==> config.mk <==
export PLATFORM = sky130hd
export DESIGN_NAME = hodoscope_trigger_veto_core_flat
export DESIGN_NICKNAME = d
export VERILOG_FILES = /design/src/rtl/hdt_pkg.sv /design/src/rtl/hdt_item_if.sv /design/src/rtl/hdt_result_if.sv /design/src/rtl/hdt_cfg_if.sv /design/src/rtl/hodoscope_trigger_veto_core.sv /design/src/rtl/hdt_cfg_regs.sv /design/src/rtl/hdt_ctrl.sv /design/src/rtl/hdt_datapath.sv /design/src/flat_wrapper.sv
export SDC_FILE = /design/constraint.sdc
export NUM_CORES = 2
export LEC_CHECK = 0
export BUFFER_PORTS_ARGS = -buffer_cell sky130_fd_sc_hd__buf_4
export CAP_MARGIN = 10
export CORE_MARGIN = 1
export CORE_UTILIZATION = 51
export DETAILED_ROUTE_END_ITERATION = 8
export PLACE_DENSITY = 0.78
export SYNTH_ARGS = -nofsm -noshare
export SYNTH_HDL_FRONTEND = slang
export SYNTH_SLANG_ARGS = --single-unit
==> constraint.sdc <==
create_clock -name clk -period 15.12 [get_ports clk]
set_clock_uncertainty 0.1 [all_clocks]
set_input_delay 3.024 -clock clk [delete_from_list [all_inputs] [get_ports clk]]
set_output_delay 3.024 -clock clk [all_outputs]
set_load 0.01 [all_outputs]
==> src/rtl/hdt_pkg.sv <==
package hdt_pkg;

    localparam int ENERGY_W  = 24;
    localparam int HIT_E_W   = 16;
    localparam int MULT_W    = 6;
    localparam logic [MULT_W-1:0] MULT_MAX = '1;

    // action codes
    localparam logic [1:0] ACT_BEAM = 2'd0;
    localparam logic [1:0] ACT_TILE = 2'd1;
    localparam logic [1:0] ACT_END  = 2'd2;

    // configuration register indexes
    localparam int CFG_IDX_W = 3;
    localparam int CFG_DATA_W = 24;
    localparam logic [CFG_IDX_W-1:0] REG_BEAM_LO    = 3'd0;
    localparam logic [CFG_IDX_W-1:0] REG_BEAM_HI    = 3'd1;
    localparam logic [CFG_IDX_W-1:0] REG_BEAM_THR   = 3'd2;
    localparam logic [CFG_IDX_W-1:0] REG_TILE_THR   = 3'd3;
    localparam logic [CFG_IDX_W-1:0] REG_ORIGIN_EN  = 3'd4;
    localparam logic [CFG_IDX_W-1:0] REG_TARGET_EN  = 3'd5;

    // beam mapping, positions in 1/16 mm
    localparam int X_OFFSET_Q4  = 160;  // -10 mm edge shift
    localparam int SEG_PITCH_Q4 = 224;  // 14 mm pitch = 7 * 32
    localparam int PITCH_SHIFT  = 5;
    localparam int DIV7_MUL     = 2341; // ceil(2^14 / 7), exact for values below 448
    localparam int DIV7_SHIFT   = 14;

    // first tile of the veto window (tiles 16 to 21)
    localparam int VETO_BASE_TILE = 16;

    typedef struct packed {
        logic [3:0]          beam_lo;
        logic [3:0]          beam_hi;
        logic [ENERGY_W-1:0] beam_thr;
        logic [ENERGY_W-1:0] tile_thr;
        logic                origin_en;
        logic                target_en;
    } cfg_t;

    typedef struct packed {
        logic [1:0]          action;
        logic signed [16:0]  hit_position_x;
        logic [5:0]          tile_number;
        logic [HIT_E_W-1:0]  hit_energy_kev;
        logic [31:0]         origin_tag;
        logic signed [31:0]  particle_code;
        logic                target_touched;
    } item_t;

    typedef struct packed {
        logic              event_used;
        logic              beam_present;
        logic              trigger_fired;
        logic              veto_tight;
        logic              veto_fit;
        logic              veto_wide;
        logic              veto_ultra;
        logic [MULT_W-1:0] tile_multiplicity;
    } res_t;

    typedef struct packed {
        logic capture;
        logic update;
        logic scan_rd;
        logic load_out;
    } cmd_t;

    typedef struct packed {
        logic [1:0] act;
    } status_t;

endpackage

==> src/rtl/hdt_item_if.sv <==
interface hdt_item_if;
    logic               valid;
    logic               ready;
    logic [1:0]         action;
    logic signed [16:0] hit_position_x;
    logic [5:0]         tile_number;
    logic [15:0]        hit_energy_kev;
    logic [31:0]        origin_tag;
    logic signed [31:0] particle_code;
    logic               target_touched;

    modport source (
        output valid, action, hit_position_x, tile_number, hit_energy_kev,
               origin_tag, particle_code, target_touched,
        input  ready
    );
    modport sink (
        input  valid, action, hit_position_x, tile_number, hit_energy_kev,
               origin_tag, particle_code, target_touched,
        output ready
    );
endinterface

==> src/rtl/hdt_result_if.sv <==
interface hdt_result_if;
    logic       valid;
    logic       ready;
    logic       event_used;
    logic       beam_present;
    logic       trigger_fired;
    logic       veto_tight;
    logic       veto_fit;
    logic       veto_wide;
    logic       veto_ultra;
    logic [5:0] tile_multiplicity;

    modport source (
        output valid, event_used, beam_present, trigger_fired, veto_tight,
               veto_fit, veto_wide, veto_ultra, tile_multiplicity,
        input  ready
    );
    modport sink (
        input  valid, event_used, beam_present, trigger_fired, veto_tight,
               veto_fit, veto_wide, veto_ultra, tile_multiplicity,
        output ready
    );
endinterface

==> src/rtl/hdt_cfg_if.sv <==
interface hdt_cfg_if;
    logic        valid;
    logic        ready;
    logic [2:0]  index;
    logic [23:0] data;

    modport source (output valid, index, data, input ready);
    modport sink (input valid, index, data, output ready);
endinterface

==> src/rtl/hodoscope_trigger_veto_core.sv <==
// Event trigger for a beam hodoscope and a tile barrel. Beam and tile hits
// each take an accumulator memory read, then a saturating write-back, and a
// new hit is accepted only once the last one is written back. An end-of-event
// request sweeps both accumulator memories over max(BEAM_SEGMENTS, TILE_COUNT)
// addresses, one address per cycle, through a registered compare stage, then
// the result register is loaded; a further wait occurs only while the previous
// result has not been taken. Accumulators are cleared at once at result load
// via per-entry hit flags, so no clearing pass is needed after reset or per
// event. The config port is always ready; write it only while idle.
module hodoscope_trigger_veto_core #(
    parameter int BEAM_SEGMENTS = 15,
    parameter int TILE_COUNT    = 34
) (
    input  logic        clk,
    input  logic        rst_n,
    hdt_item_if.sink    item,
    hdt_result_if.source result,
    hdt_cfg_if.sink     cfg
);
    import hdt_pkg::*;

    localparam int SCAN_N = (BEAM_SEGMENTS > TILE_COUNT) ? BEAM_SEGMENTS : TILE_COUNT;
    localparam int SCAN_W = $clog2(SCAN_N);

    cfg_t              cfg_q;
    item_t             item_d;
    cmd_t              cmd;
    status_t           status;
    res_t              res;
    logic [SCAN_W-1:0] scan_idx;

    assign item_d.action         = item.action;
    assign item_d.hit_position_x = item.hit_position_x;
    assign item_d.tile_number    = item.tile_number;
    assign item_d.hit_energy_kev = item.hit_energy_kev;
    assign item_d.origin_tag     = item.origin_tag;
    assign item_d.particle_code  = item.particle_code;
    assign item_d.target_touched = item.target_touched;

    hdt_cfg_regs u_cfg (
        .clk   (clk),
        .rst_n (rst_n),
        .cfg   (cfg),
        .cfg_q (cfg_q)
    );

    hdt_ctrl #(
        .SCAN_N (SCAN_N),
        .SCAN_W (SCAN_W)
    ) u_ctrl (
        .clk          (clk),
        .rst_n        (rst_n),
        .item_valid   (item.valid),
        .item_ready   (item.ready),
        .result_valid (result.valid),
        .result_ready (result.ready),
        .status       (status),
        .cmd          (cmd),
        .scan_idx     (scan_idx)
    );

    hdt_datapath #(
        .BEAM_SEGMENTS (BEAM_SEGMENTS),
        .TILE_COUNT    (TILE_COUNT),
        .SCAN_W        (SCAN_W)
    ) u_dp (
        .clk      (clk),
        .rst_n    (rst_n),
        .item     (item_d),
        .cfg_q    (cfg_q),
        .cmd      (cmd),
        .scan_idx (scan_idx),
        .status   (status),
        .res      (res)
    );

    assign result.event_used        = res.event_used;
    assign result.beam_present      = res.beam_present;
    assign result.trigger_fired     = res.trigger_fired;
    assign result.veto_tight        = res.veto_tight;
    assign result.veto_fit          = res.veto_fit;
    assign result.veto_wide         = res.veto_wide;
    assign result.veto_ultra        = res.veto_ultra;
    assign result.tile_multiplicity = res.tile_multiplicity;

endmodule

==> src/rtl/hdt_cfg_regs.sv <==
module hdt_cfg_regs (
    input  logic          clk,
    input  logic          rst_n,
    hdt_cfg_if.sink       cfg,
    output hdt_pkg::cfg_t cfg_q
);
    import hdt_pkg::*;

    cfg_t cfg_reg;
    cfg_t cfg_next;

    assign cfg.ready = 1'b1;
    assign cfg_q     = cfg_reg;

    always_comb
    begin
        cfg_next = cfg_reg;
        if (cfg.valid)
        begin
            case (cfg.index)
                REG_BEAM_LO:   cfg_next.beam_lo   = cfg.data[3:0];
                REG_BEAM_HI:   cfg_next.beam_hi   = cfg.data[3:0];
                REG_BEAM_THR:  cfg_next.beam_thr  = cfg.data[ENERGY_W-1:0];
                REG_TILE_THR:  cfg_next.tile_thr  = cfg.data[ENERGY_W-1:0];
                REG_ORIGIN_EN: cfg_next.origin_en = cfg.data[0];
                REG_TARGET_EN: cfg_next.target_en = cfg.data[0];
                default:       cfg_next = cfg_reg;
            endcase
        end
    end

    always_ff @(posedge clk or negedge rst_n)
    begin
        if (!rst_n)
        begin
            cfg_reg.beam_lo   <= 4'd4;
            cfg_reg.beam_hi   <= 4'd10;
            cfg_reg.beam_thr  <= 24'd100;
            cfg_reg.tile_thr  <= 24'd200;
            cfg_reg.origin_en <= 1'b1;
            cfg_reg.target_en <= 1'b0;
        end
        else
        begin
            cfg_reg <= cfg_next;
        end
    end

endmodule

==> src/rtl/hdt_ctrl.sv <==
module hdt_ctrl #(
    parameter int SCAN_N = 34,
    parameter int SCAN_W = 6
) (
    input  logic             clk,
    input  logic             rst_n,
    input  logic             item_valid,
    output logic             item_ready,
    output logic             result_valid,
    input  logic             result_ready,
    input  hdt_pkg::status_t status,
    output hdt_pkg::cmd_t    cmd,
    output logic [SCAN_W-1:0] scan_idx
);
    import hdt_pkg::*;

    localparam logic [2:0] S_IDLE = 3'd0;
    localparam logic [2:0] S_UPD  = 3'd1;
    localparam logic [2:0] S_SCAN = 3'd2;
    localparam logic [2:0] S_LAST = 3'd3;
    localparam logic [2:0] S_FIN  = 3'd4;

    localparam logic [SCAN_W-1:0] SCAN_LAST = SCAN_W'(SCAN_N - 1);

    logic [2:0]        state_reg, state_next;
    logic [SCAN_W-1:0] scan_idx_reg, scan_idx_next;
    logic              result_valid_reg, result_valid_next;

    assign item_ready   = (state_reg == S_IDLE);
    assign result_valid = result_valid_reg;
    assign scan_idx     = scan_idx_reg;

    always_comb
    begin
        state_next    = state_reg;
        scan_idx_next = scan_idx_reg;
        cmd           = '0;
        case (state_reg)
            S_IDLE:
            begin
                if (item_valid)
                begin
                    cmd.capture = 1'b1;
                    case (status.act)
                        ACT_BEAM, ACT_TILE: state_next = S_UPD;
                        ACT_END:
                        begin
                            state_next    = S_SCAN;
                            scan_idx_next = '0;
                        end
                        default: state_next = S_IDLE;
                    endcase
                end
            end
            S_UPD:
            begin
                cmd.update = 1'b1;
                state_next = S_IDLE;
            end
            S_SCAN:
            begin
                cmd.scan_rd = 1'b1;
                if (scan_idx_reg == SCAN_LAST)
                    state_next = S_LAST;
                else
                    scan_idx_next = scan_idx_reg + 1'b1;
            end
            S_LAST:
            begin
                // last compare stage completes here
                state_next = S_FIN;
            end
            S_FIN:
            begin
                if (!result_valid_reg || result_ready)
                begin
                    cmd.load_out = 1'b1;
                    state_next   = S_IDLE;
                end
            end
            default: state_next = S_IDLE;
        endcase
    end

    always_comb
    begin
        result_valid_next = result_valid_reg;
        if (cmd.load_out)
            result_valid_next = 1'b1;
        else if (result_ready)
            result_valid_next = 1'b0;
    end

    always_ff @(posedge clk or negedge rst_n)
    begin
        if (!rst_n)
        begin
            state_reg        <= S_IDLE;
            scan_idx_reg     <= '0;
            result_valid_reg <= 1'b0;
        end
        else
        begin
            state_reg        <= state_next;
            scan_idx_reg     <= scan_idx_next;
            result_valid_reg <= result_valid_next;
        end
    end

    a_scan_bound: assert property (@(posedge clk) disable iff (!rst_n)
        state_reg == S_SCAN |-> scan_idx_reg <= SCAN_LAST)
        else $error("scan index past last address");

    a_no_overwrite: assert property (@(posedge clk) disable iff (!rst_n)
        cmd.load_out |-> (!result_valid_reg || result_ready))
        else $error("result loaded over an undelivered one");

    a_scan_start: assert property (@(posedge clk) disable iff (!rst_n)
        (cmd.capture && status.act == ACT_END) |=>
            (state_reg == S_SCAN && scan_idx_reg == '0))
        else $error("end of event did not start the scan at zero");

endmodule

==> src/rtl/hdt_datapath.sv <==
module hdt_datapath #(
    parameter int BEAM_SEGMENTS = 15,
    parameter int TILE_COUNT    = 34,
    parameter int SCAN_W        = 6
) (
    input  logic              clk,
    input  logic              rst_n,
    input  hdt_pkg::item_t    item,
    input  hdt_pkg::cfg_t     cfg_q,
    input  hdt_pkg::cmd_t     cmd,
    input  logic [SCAN_W-1:0] scan_idx,
    output hdt_pkg::status_t  status,
    output hdt_pkg::res_t     res
);
    import hdt_pkg::*;

    localparam int SEG_W  = (BEAM_SEGMENTS > 1) ? $clog2(BEAM_SEGMENTS) : 1;
    localparam int TILE_W = $clog2(TILE_COUNT);
    localparam int OFFSET_Q4 = X_OFFSET_Q4 + BEAM_SEGMENTS * (SEG_PITCH_Q4 / 2);
    localparam int SPAN_Q4   = BEAM_SEGMENTS * SEG_PITCH_Q4;

    // ---------------- hit decode ----------------
    logic signed [18:0] pos_u;
    logic               beam_keep;
    logic [8:0]         pos_coarse;
    logic [20:0]        div_prod;
    logic [SEG_W-1:0]   seg_idx;
    logic               charged;
    logic               tile_keep;

    assign status.act = item.action;

    assign pos_u      = {{2{item.hit_position_x[16]}}, item.hit_position_x}
                        + 19'(OFFSET_Q4);
    assign beam_keep  = !pos_u[18] && (pos_u[17:0] < 18'(SPAN_Q4));
    assign pos_coarse = pos_u[PITCH_SHIFT+8:PITCH_SHIFT];
    assign div_prod   = 21'(pos_coarse) * 21'(DIV7_MUL);
    assign seg_idx    = div_prod[DIV7_SHIFT+SEG_W-1:DIV7_SHIFT];

    assign charged = (item.particle_code == 32'sd0)
                  || (item.particle_code == 32'sd211)  || (item.particle_code == -32'sd211)
                  || (item.particle_code == 32'sd321)  || (item.particle_code == -32'sd321)
                  || (item.particle_code == 32'sd2212) || (item.particle_code == -32'sd2212)
                  || (item.particle_code == 32'sd11)   || (item.particle_code == -32'sd11)
                  || (item.particle_code == 32'sd13)   || (item.particle_code == -32'sd13);

    assign tile_keep = ({1'b0, item.tile_number} < 7'(TILE_COUNT))
                    && (!cfg_q.origin_en || item.origin_tag == 32'd1)
                    && charged;

    // ---------------- captured hit ----------------
    logic                keep_reg;
    logic                is_beam_reg;
    logic [HIT_E_W-1:0]  energy_reg;
    logic [SEG_W-1:0]    seg_idx_reg;
    logic [TILE_W-1:0]   tile_idx_reg;

    always_ff @(posedge clk)
    begin
        if (cmd.capture)
        begin
            is_beam_reg  <= (item.action == ACT_BEAM);
            keep_reg     <= ((item.action == ACT_BEAM) && beam_keep)
                         || ((item.action == ACT_TILE) && tile_keep);
            energy_reg   <= item.hit_energy_kev;
            seg_idx_reg  <= seg_idx;
            tile_idx_reg <= item.tile_number[TILE_W-1:0];
        end
    end

    // ---------------- accumulator memories ----------------
    logic [ENERGY_W-1:0] seg_mem  [BEAM_SEGMENTS];
    logic [ENERGY_W-1:0] tile_mem [TILE_COUNT];
    logic [ENERGY_W-1:0] seg_rdata_reg, tile_rdata_reg;
    logic [SEG_W-1:0]    seg_raddr;
    logic [TILE_W-1:0]   tile_raddr;
    logic [BEAM_SEGMENTS-1:0] seg_hit_reg;
    logic [TILE_COUNT-1:0]    tile_hit_reg;

    logic                seg_we, tile_we;
    logic [ENERGY_W-1:0] acc_old;
    logic [ENERGY_W:0]   acc_sum;
    logic [ENERGY_W-1:0] acc_sat;

    assign seg_raddr  = cmd.scan_rd ? scan_idx[SEG_W-1:0] : seg_idx;
    assign tile_raddr = cmd.scan_rd ? scan_idx[TILE_W-1:0] : item.tile_number[TILE_W-1:0];

    assign seg_we  = cmd.update && keep_reg && is_beam_reg;
    assign tile_we = cmd.update && keep_reg && !is_beam_reg;

    // an entry without its hit flag reads as zero
    always_comb
    begin
        acc_old = '0;
        if (keep_reg)
        begin
            if (is_beam_reg)
                acc_old = seg_hit_reg[seg_idx_reg] ? seg_rdata_reg : '0;
            else
                acc_old = tile_hit_reg[tile_idx_reg] ? tile_rdata_reg : '0;
        end
    end

    assign acc_sum = {1'b0, acc_old} + {{(ENERGY_W+1-HIT_E_W){1'b0}}, energy_reg};
    assign acc_sat = acc_sum[ENERGY_W] ? {ENERGY_W{1'b1}} : acc_sum[ENERGY_W-1:0];

    always_ff @(posedge clk)
    begin
        if (seg_we)
            seg_mem[seg_idx_reg] <= acc_sat;
        seg_rdata_reg <= seg_mem[seg_raddr];
    end

    always_ff @(posedge clk)
    begin
        if (tile_we)
            tile_mem[tile_idx_reg] <= acc_sat;
        tile_rdata_reg <= tile_mem[tile_raddr];
    end

    always_ff @(posedge clk or negedge rst_n)
    begin
        if (!rst_n)
        begin
            seg_hit_reg  <= '0;
            tile_hit_reg <= '0;
        end
        else if (cmd.load_out)
        begin
            seg_hit_reg  <= '0;
            tile_hit_reg <= '0;
        end
        else
        begin
            if (seg_we)
                seg_hit_reg[seg_idx_reg] <= 1'b1;
            if (tile_we)
                tile_hit_reg[tile_idx_reg] <= 1'b1;
        end
    end

    // ---------------- end-of-event scan ----------------
    logic              pipe_vld_reg;
    logic [SCAN_W-1:0] pipe_idx_reg;
    logic              seg_in, tile_in, seg_ok, tile_ok, near_in;
    logic [2:0]        near_sel;

    always_ff @(posedge clk or negedge rst_n)
    begin
        if (!rst_n)
            pipe_vld_reg <= 1'b0;
        else
            pipe_vld_reg <= cmd.scan_rd;
    end

    always_ff @(posedge clk)
    begin
        pipe_idx_reg <= scan_idx;
    end

    assign seg_in  = {1'b0, pipe_idx_reg} < (SCAN_W+1)'(BEAM_SEGMENTS);
    assign tile_in = {1'b0, pipe_idx_reg} < (SCAN_W+1)'(TILE_COUNT);

    assign seg_ok = seg_in
                 && seg_hit_reg[pipe_idx_reg[SEG_W-1:0]]
                 && (seg_rdata_reg >= cfg_q.beam_thr)
                 && (pipe_idx_reg >= SCAN_W'(cfg_q.beam_lo))
                 && (pipe_idx_reg <= SCAN_W'(cfg_q.beam_hi));

    assign tile_ok = tile_in
                  && tile_hit_reg[pipe_idx_reg[TILE_W-1:0]]
                  && (tile_rdata_reg >= cfg_q.tile_thr);

    assign near_in  = (pipe_idx_reg >= SCAN_W'(VETO_BASE_TILE))
                   && (pipe_idx_reg <= SCAN_W'(VETO_BASE_TILE + 5));
    assign near_sel = 3'(pipe_idx_reg - SCAN_W'(VETO_BASE_TILE));

    logic              used_reg;
    logic              beam_reg;
    logic [MULT_W-1:0] mult_reg;
    logic [5:0]        near_reg;   // bit k: tile 16+k valid

    always_ff @(posedge clk)
    begin
        if (cmd.capture && item.action == ACT_END)
        begin
            used_reg <= !(cfg_q.target_en && !item.target_touched);
            beam_reg <= 1'b0;
            mult_reg <= '0;
            near_reg <= '0;
        end
        else if (pipe_vld_reg)
        begin
            if (seg_ok)
                beam_reg <= 1'b1;
            if (tile_ok && mult_reg != MULT_MAX)
                mult_reg <= mult_reg + 1'b1;
            if (near_in)
                near_reg[near_sel] <= tile_ok;
        end
    end

    // ---------------- result ----------------
    logic beam_v, trig_v, tight_v, fit_v, wide_v;
    res_t res_reg;

    assign beam_v  = used_reg && beam_reg;
    assign trig_v  = beam_v && (mult_reg >= MULT_W'(2));
    assign tight_v = trig_v && ((near_reg[1] && near_reg[2]) || (near_reg[2] && near_reg[3]));
    assign fit_v   = tight_v || (trig_v && near_reg[3] && near_reg[4]);
    assign wide_v  = fit_v || (trig_v && near_reg[0] && near_reg[1]);

    always_ff @(posedge clk)
    begin
        if (cmd.load_out)
        begin
            res_reg.event_used        <= used_reg;
            res_reg.beam_present      <= beam_v;
            res_reg.trigger_fired     <= trig_v;
            res_reg.veto_tight        <= tight_v;
            res_reg.veto_fit          <= fit_v;
            res_reg.veto_wide         <= wide_v;
            res_reg.veto_ultra        <= wide_v || (trig_v && near_reg[4] && near_reg[5]);
            res_reg.tile_multiplicity <= used_reg ? mult_reg : '0;
        end
    end

    assign res = res_reg;

endmodule

==> src/flat_wrapper.sv <==
// flat-port wrapper written by rule: the top's interface ports become plain ports
module hodoscope_trigger_veto_core_flat import hdt_pkg::*;
#(
    parameter int BEAM_SEGMENTS = 15,
    parameter int TILE_COUNT    = 34
)
  (clk, rst_n, item_valid, item_action, item_hit_position_x, item_tile_number, item_hit_energy_kev, item_origin_tag, item_particle_code, item_target_touched, item_ready, result_valid, result_event_used, result_beam_present, result_trigger_fired, result_veto_tight, result_veto_fit, result_veto_wide, result_veto_ultra, result_tile_multiplicity, result_ready, cfg_valid, cfg_index, cfg_data, cfg_ready);
  hdt_item_if item_i ();
  hdt_result_if result_i ();
  hdt_cfg_if cfg_i ();
  input  logic clk;
  input  logic rst_n;
  input wire logic [$bits(item_i.valid)-1:0] item_valid;
  input wire logic [$bits(item_i.action)-1:0] item_action;
  input wire logic [$bits(item_i.hit_position_x)-1:0] item_hit_position_x;
  input wire logic [$bits(item_i.tile_number)-1:0] item_tile_number;
  input wire logic [$bits(item_i.hit_energy_kev)-1:0] item_hit_energy_kev;
  input wire logic [$bits(item_i.origin_tag)-1:0] item_origin_tag;
  input wire logic [$bits(item_i.particle_code)-1:0] item_particle_code;
  input wire logic [$bits(item_i.target_touched)-1:0] item_target_touched;
  output wire logic [$bits(item_i.ready)-1:0] item_ready;
  output wire logic [$bits(result_i.valid)-1:0] result_valid;
  output wire logic [$bits(result_i.event_used)-1:0] result_event_used;
  output wire logic [$bits(result_i.beam_present)-1:0] result_beam_present;
  output wire logic [$bits(result_i.trigger_fired)-1:0] result_trigger_fired;
  output wire logic [$bits(result_i.veto_tight)-1:0] result_veto_tight;
  output wire logic [$bits(result_i.veto_fit)-1:0] result_veto_fit;
  output wire logic [$bits(result_i.veto_wide)-1:0] result_veto_wide;
  output wire logic [$bits(result_i.veto_ultra)-1:0] result_veto_ultra;
  output wire logic [$bits(result_i.tile_multiplicity)-1:0] result_tile_multiplicity;
  input wire logic [$bits(result_i.ready)-1:0] result_ready;
  input wire logic [$bits(cfg_i.valid)-1:0] cfg_valid;
  input wire logic [$bits(cfg_i.index)-1:0] cfg_index;
  input wire logic [$bits(cfg_i.data)-1:0] cfg_data;
  output wire logic [$bits(cfg_i.ready)-1:0] cfg_ready;
  assign item_i.valid = item_valid;
  assign item_i.action = item_action;
  assign item_i.hit_position_x = item_hit_position_x;
  assign item_i.tile_number = item_tile_number;
  assign item_i.hit_energy_kev = item_hit_energy_kev;
  assign item_i.origin_tag = item_origin_tag;
  assign item_i.particle_code = item_particle_code;
  assign item_i.target_touched = item_target_touched;
  assign item_ready = item_i.ready;
  assign result_valid = result_i.valid;
  assign result_event_used = result_i.event_used;
  assign result_beam_present = result_i.beam_present;
  assign result_trigger_fired = result_i.trigger_fired;
  assign result_veto_tight = result_i.veto_tight;
  assign result_veto_fit = result_i.veto_fit;
  assign result_veto_wide = result_i.veto_wide;
  assign result_veto_ultra = result_i.veto_ultra;
  assign result_tile_multiplicity = result_i.tile_multiplicity;
  assign result_i.ready = result_ready;
  assign cfg_i.valid = cfg_valid;
  assign cfg_i.index = cfg_index;
  assign cfg_i.data = cfg_data;
  assign cfg_ready = cfg_i.ready;
  hodoscope_trigger_veto_core #(.BEAM_SEGMENTS(BEAM_SEGMENTS), .TILE_COUNT(TILE_COUNT)) u_core (.clk(clk), .rst_n(rst_n), .item(item_i), .result(result_i), .cfg(cfg_i));
endmodule
==> metrics <==
run status=finished, final reports clean; clock latency on the worst-skew pair=a little under 800 ps; Final Hold Vio Count=0; Area Overhead vs Synth=12.4%; average instance area after synthesis=14.4 um2; count of unique library cells instantiated by Yosys=88; post-CTS repair timing setup buffer count=0; antenna-violating nets left=0; CTS buffer count=143; residual DRC count=0; worst-case vdd ir drop=around 280 uV; routed wirelength normalized by instance count=around 28 um; max FFs per register=816; DP Worst Slack=roughly 4900 ps; combinational family with the most area after synthesis=multiplexers; number of buffers on the longest clock path=3; number of global-route vias before repair=41,400; initial core utilization=51.6%; Leak=between 20 and 30 nW; number of instances in the synthesized netlist=4,441; initial antenna violation count=12; Combinational Power Share=39.0%; critical path startpoint category=primary input; simple-gate area share of the yosys netlist=between 6 and 7%; longest individual stage delay on the worst path=roughly 890 ps; number of warnings printed during yosys synthesis=0; num rows=between 100 and 150; post-synthesis compound-gate area fraction=under 10%; hold buffer count at CTS=0; count of clock tree sinks=1,403; layout cells sized above 1=19.0%; number of pins exceeding their max-slew limit in the final report=0; time the worst path needs with I/O delays and setup=9480 ps; register with the most flip-flops=u_core.u_dp.tile_mem; slowest stage cell, crit path=buf_4; Worst EP required=between 15,000 and 20,000 ps; fraction of registers with async set/reset=8.41%; post-synthesis adder-cell area fraction=2.58%; most frequent standard cell in the layout excluding fill and tap cells=edfxtp_1; Util after Layout=58.0%; register-to-register setup slack=7790 ps; fraction of synthesized cell area in xor and xnor cells=0.457%; first-pass iteration count of the detailed router=8; fraction of power spent switching nets=about 37%; die outline area=about 130,000 um2; core region area=124,000 um2; H-tree Lvls=4; DRT Wirelength=176 mm; Reg clk slew, reported paths=60 ps; total buffers and inverters traversed by the critical path=4; sequential group share of total power=between 30 and 40%; slew of the pin with the lowest slew margin=1390 ps; Peak Freq=105 MHz; commonest cells after routing, fill and taps aside=edfxtp_1 (1,218), nand2_1 (421), mux2i_1 (404), buf_4 (247), a21oi_1 (227); worst hold slack across all endpoints=372 ps; fraction of the yosys area taken by sequential cells=63.8%; buffers added on ports=148; Net Count, Synth=4,705; Boundary Pins=154; Final Cycle Share=62.7%; count of cells resized by post-cts repair=0; count of state elements after synthesis=1,403; Post-Route Setup TNS=0 ps; violation count after the first detailed-routing iteration=5,405; largest net degree at the start of global routing=152; Max-Slew Margin vs Limit=about 6.7%; width of the die=roughly 360 um; residual overflow from global routing=0; CTS root buf=clkbuf_16; Hold WC Path Type=flip-flop to flip-flop; count of flip-flops with a built-in enable after synthesis=about 1,200; crit path kind=primary input to flip-flop; Synth Cell Area=64,100 um2; y dimension of the die=356 um; cell-internal power=9.07 mW; data arrival time of the critical path=roughly 10000 ps; largest fanout on the critical path=53; HPWL reported at the end of detailed placement=96.0 mm; category of the worst setup path capture point=flip-flop; Power Dens Cells=about 200 nW/um2; global-route usage over all layers=27.3%; total vias in the final route=41,700; ordered cell list for the critical path=buf_4, inv_1, ha_1, nand3b_1, nand2_1, or2_2, nand2_1, xnor2_1, ha_1, fa_1, ha_1, ha_4, buf_4, and3_1, a2111oi_4, xor2_2, o21ai_4, buf_4, o21ai_0, o311ai_0, o31ai_1; most frequently used flop master after synthesis=edfxtp_1; wire length of the first global-routing pass=258 mm; final net count=4,820; RSZ-0062 raised after global routing=no; family of cells with the greatest summed delay on the critical path=adder cells; last weighted congestion value of the routability-driven placer=0.899; switching component of the power=5.36 mW; clock tree from TritonCTS=built; share of power burned in the clock network=approximately a quarter; vias per cell=6.61; Max-Cap Viols=0; endpoints failing setup=0; mux contribution to synthesized area=approximately 16%; least setup slack across all paths after layout=5640 ps
[synth_stat cells, types with 103 or more instances]
| cell | number | area [um2] |
|---|---|---|
| dfrtp_1 | 108 | 2700 |
| clkbuf_1 | 143 | 537 |
| mux4_2 | 212 | 4770 |
| ha_1 | 116 | 1450 |
| o21ai_0 | 109 | 546 |
| mux2i_1 | 407 | 4070 |
| o22ai_1 | 174 | 1090 |
| a21oi_1 | 228 | 1140 |
| nor2_1 | 195 | 732 |
| edfxtp_1 | 1218 | 36600 |
| nand2_1 | 437 | 1640 |
| nand3_1 | 127 | 636 |
| inv_1 | 103 | 387 |
[kinds of logic after synthesis]
kind of cell | Yosys count
flops | 1403
simple gates | 938
compound gates | 828
mux | 725
buf+inv | 389
fa+ha+maj | 126
xor+xnor | 31
other cells | 1
[final timing paths]
check | from | to | cells past startpoint
min | u_core.u_ctrl.scan_idx[1] | u_core.u_dp.pipe_idx_reg[1] | 0
max | item_hit_position_x[4] | u_core.u_dp.seg_rdata_reg[17] | 21
max reg2reg | u_core.u_dp.tile_idx_reg[2] | u_core.u_dp.tile_mem[28][5] | 20
max in group asynchronous | rst_n | u_core.u_ctrl.scan_idx[0] | 2
min in group asynchronous | rst_n | u_core.u_cfg.cfg_q[29] | 1
min reg2reg | u_core.u_ctrl.scan_idx[1] | u_core.u_dp.pipe_idx_reg[1] | 0
[metal layers]
layer	GRT usage, %	wire length [um]	part of all wire [%]	vias to the layer above
met5	0	69	0.039	-
met4	14.9	9700	5.5	10
met3	6.41	19700	11	514
met2	44.1	83300	47	2777
met1	34.1	62700	36	20900
li1	-	-	-	17600
[final cells by class]
type                            count  area (um2)
Multi-Input combinational cell   2649       22000
Timing Repair Buffer              253        1970
Clock inverter                     65         758
Tap cell                         1637        2050
Antenna cell                        3        7.51
Fill cell                        8942       52100
Inverter                          106         398
Clock buffer                      196        3960
Sequential cell                  1403       40900
[power groups by stage]
stage	clock (mW)	sequential (mW)	combinational, mW
2_1_floorplan	0	5.10	4.02
3_3_place_gp	0	5.27	5.36
3_5_place_dp	0	5.28	5.49
4_1_cts	3.59	5.21	5.54
5_1_grt	3.74	5.23	5.99
6_report	3.57	5.22	5.63
[metrics by stage]
stage,area (um2),power [mW],std cells
2_1_floorplan,64100,9.12,4441
3_3_place_gp,67300,10.6,6047
3_5_place_dp,67300,10.8,6047
4_1_cts,72000,14.3,6308
5_1_grt,72000,15.0,6310
6_report,72000,14.4,6312
[worst register-to-register path, delay by kind of cell (launching register included)]
| family | cells | cell delay [ps] |
|---|---|---|
| AO/OA/AOI/OAI | 7 | 1620 |
| adder cells (fa/ha/maj) | 2 | 610 |
| buffers and inverters | 3 | 710 |
| flip-flops | 1 | 970 |
| AND/OR/NAND/NOR | 8 | 2860 |
No activity file was read; power rests on OpenSTA's default activity.
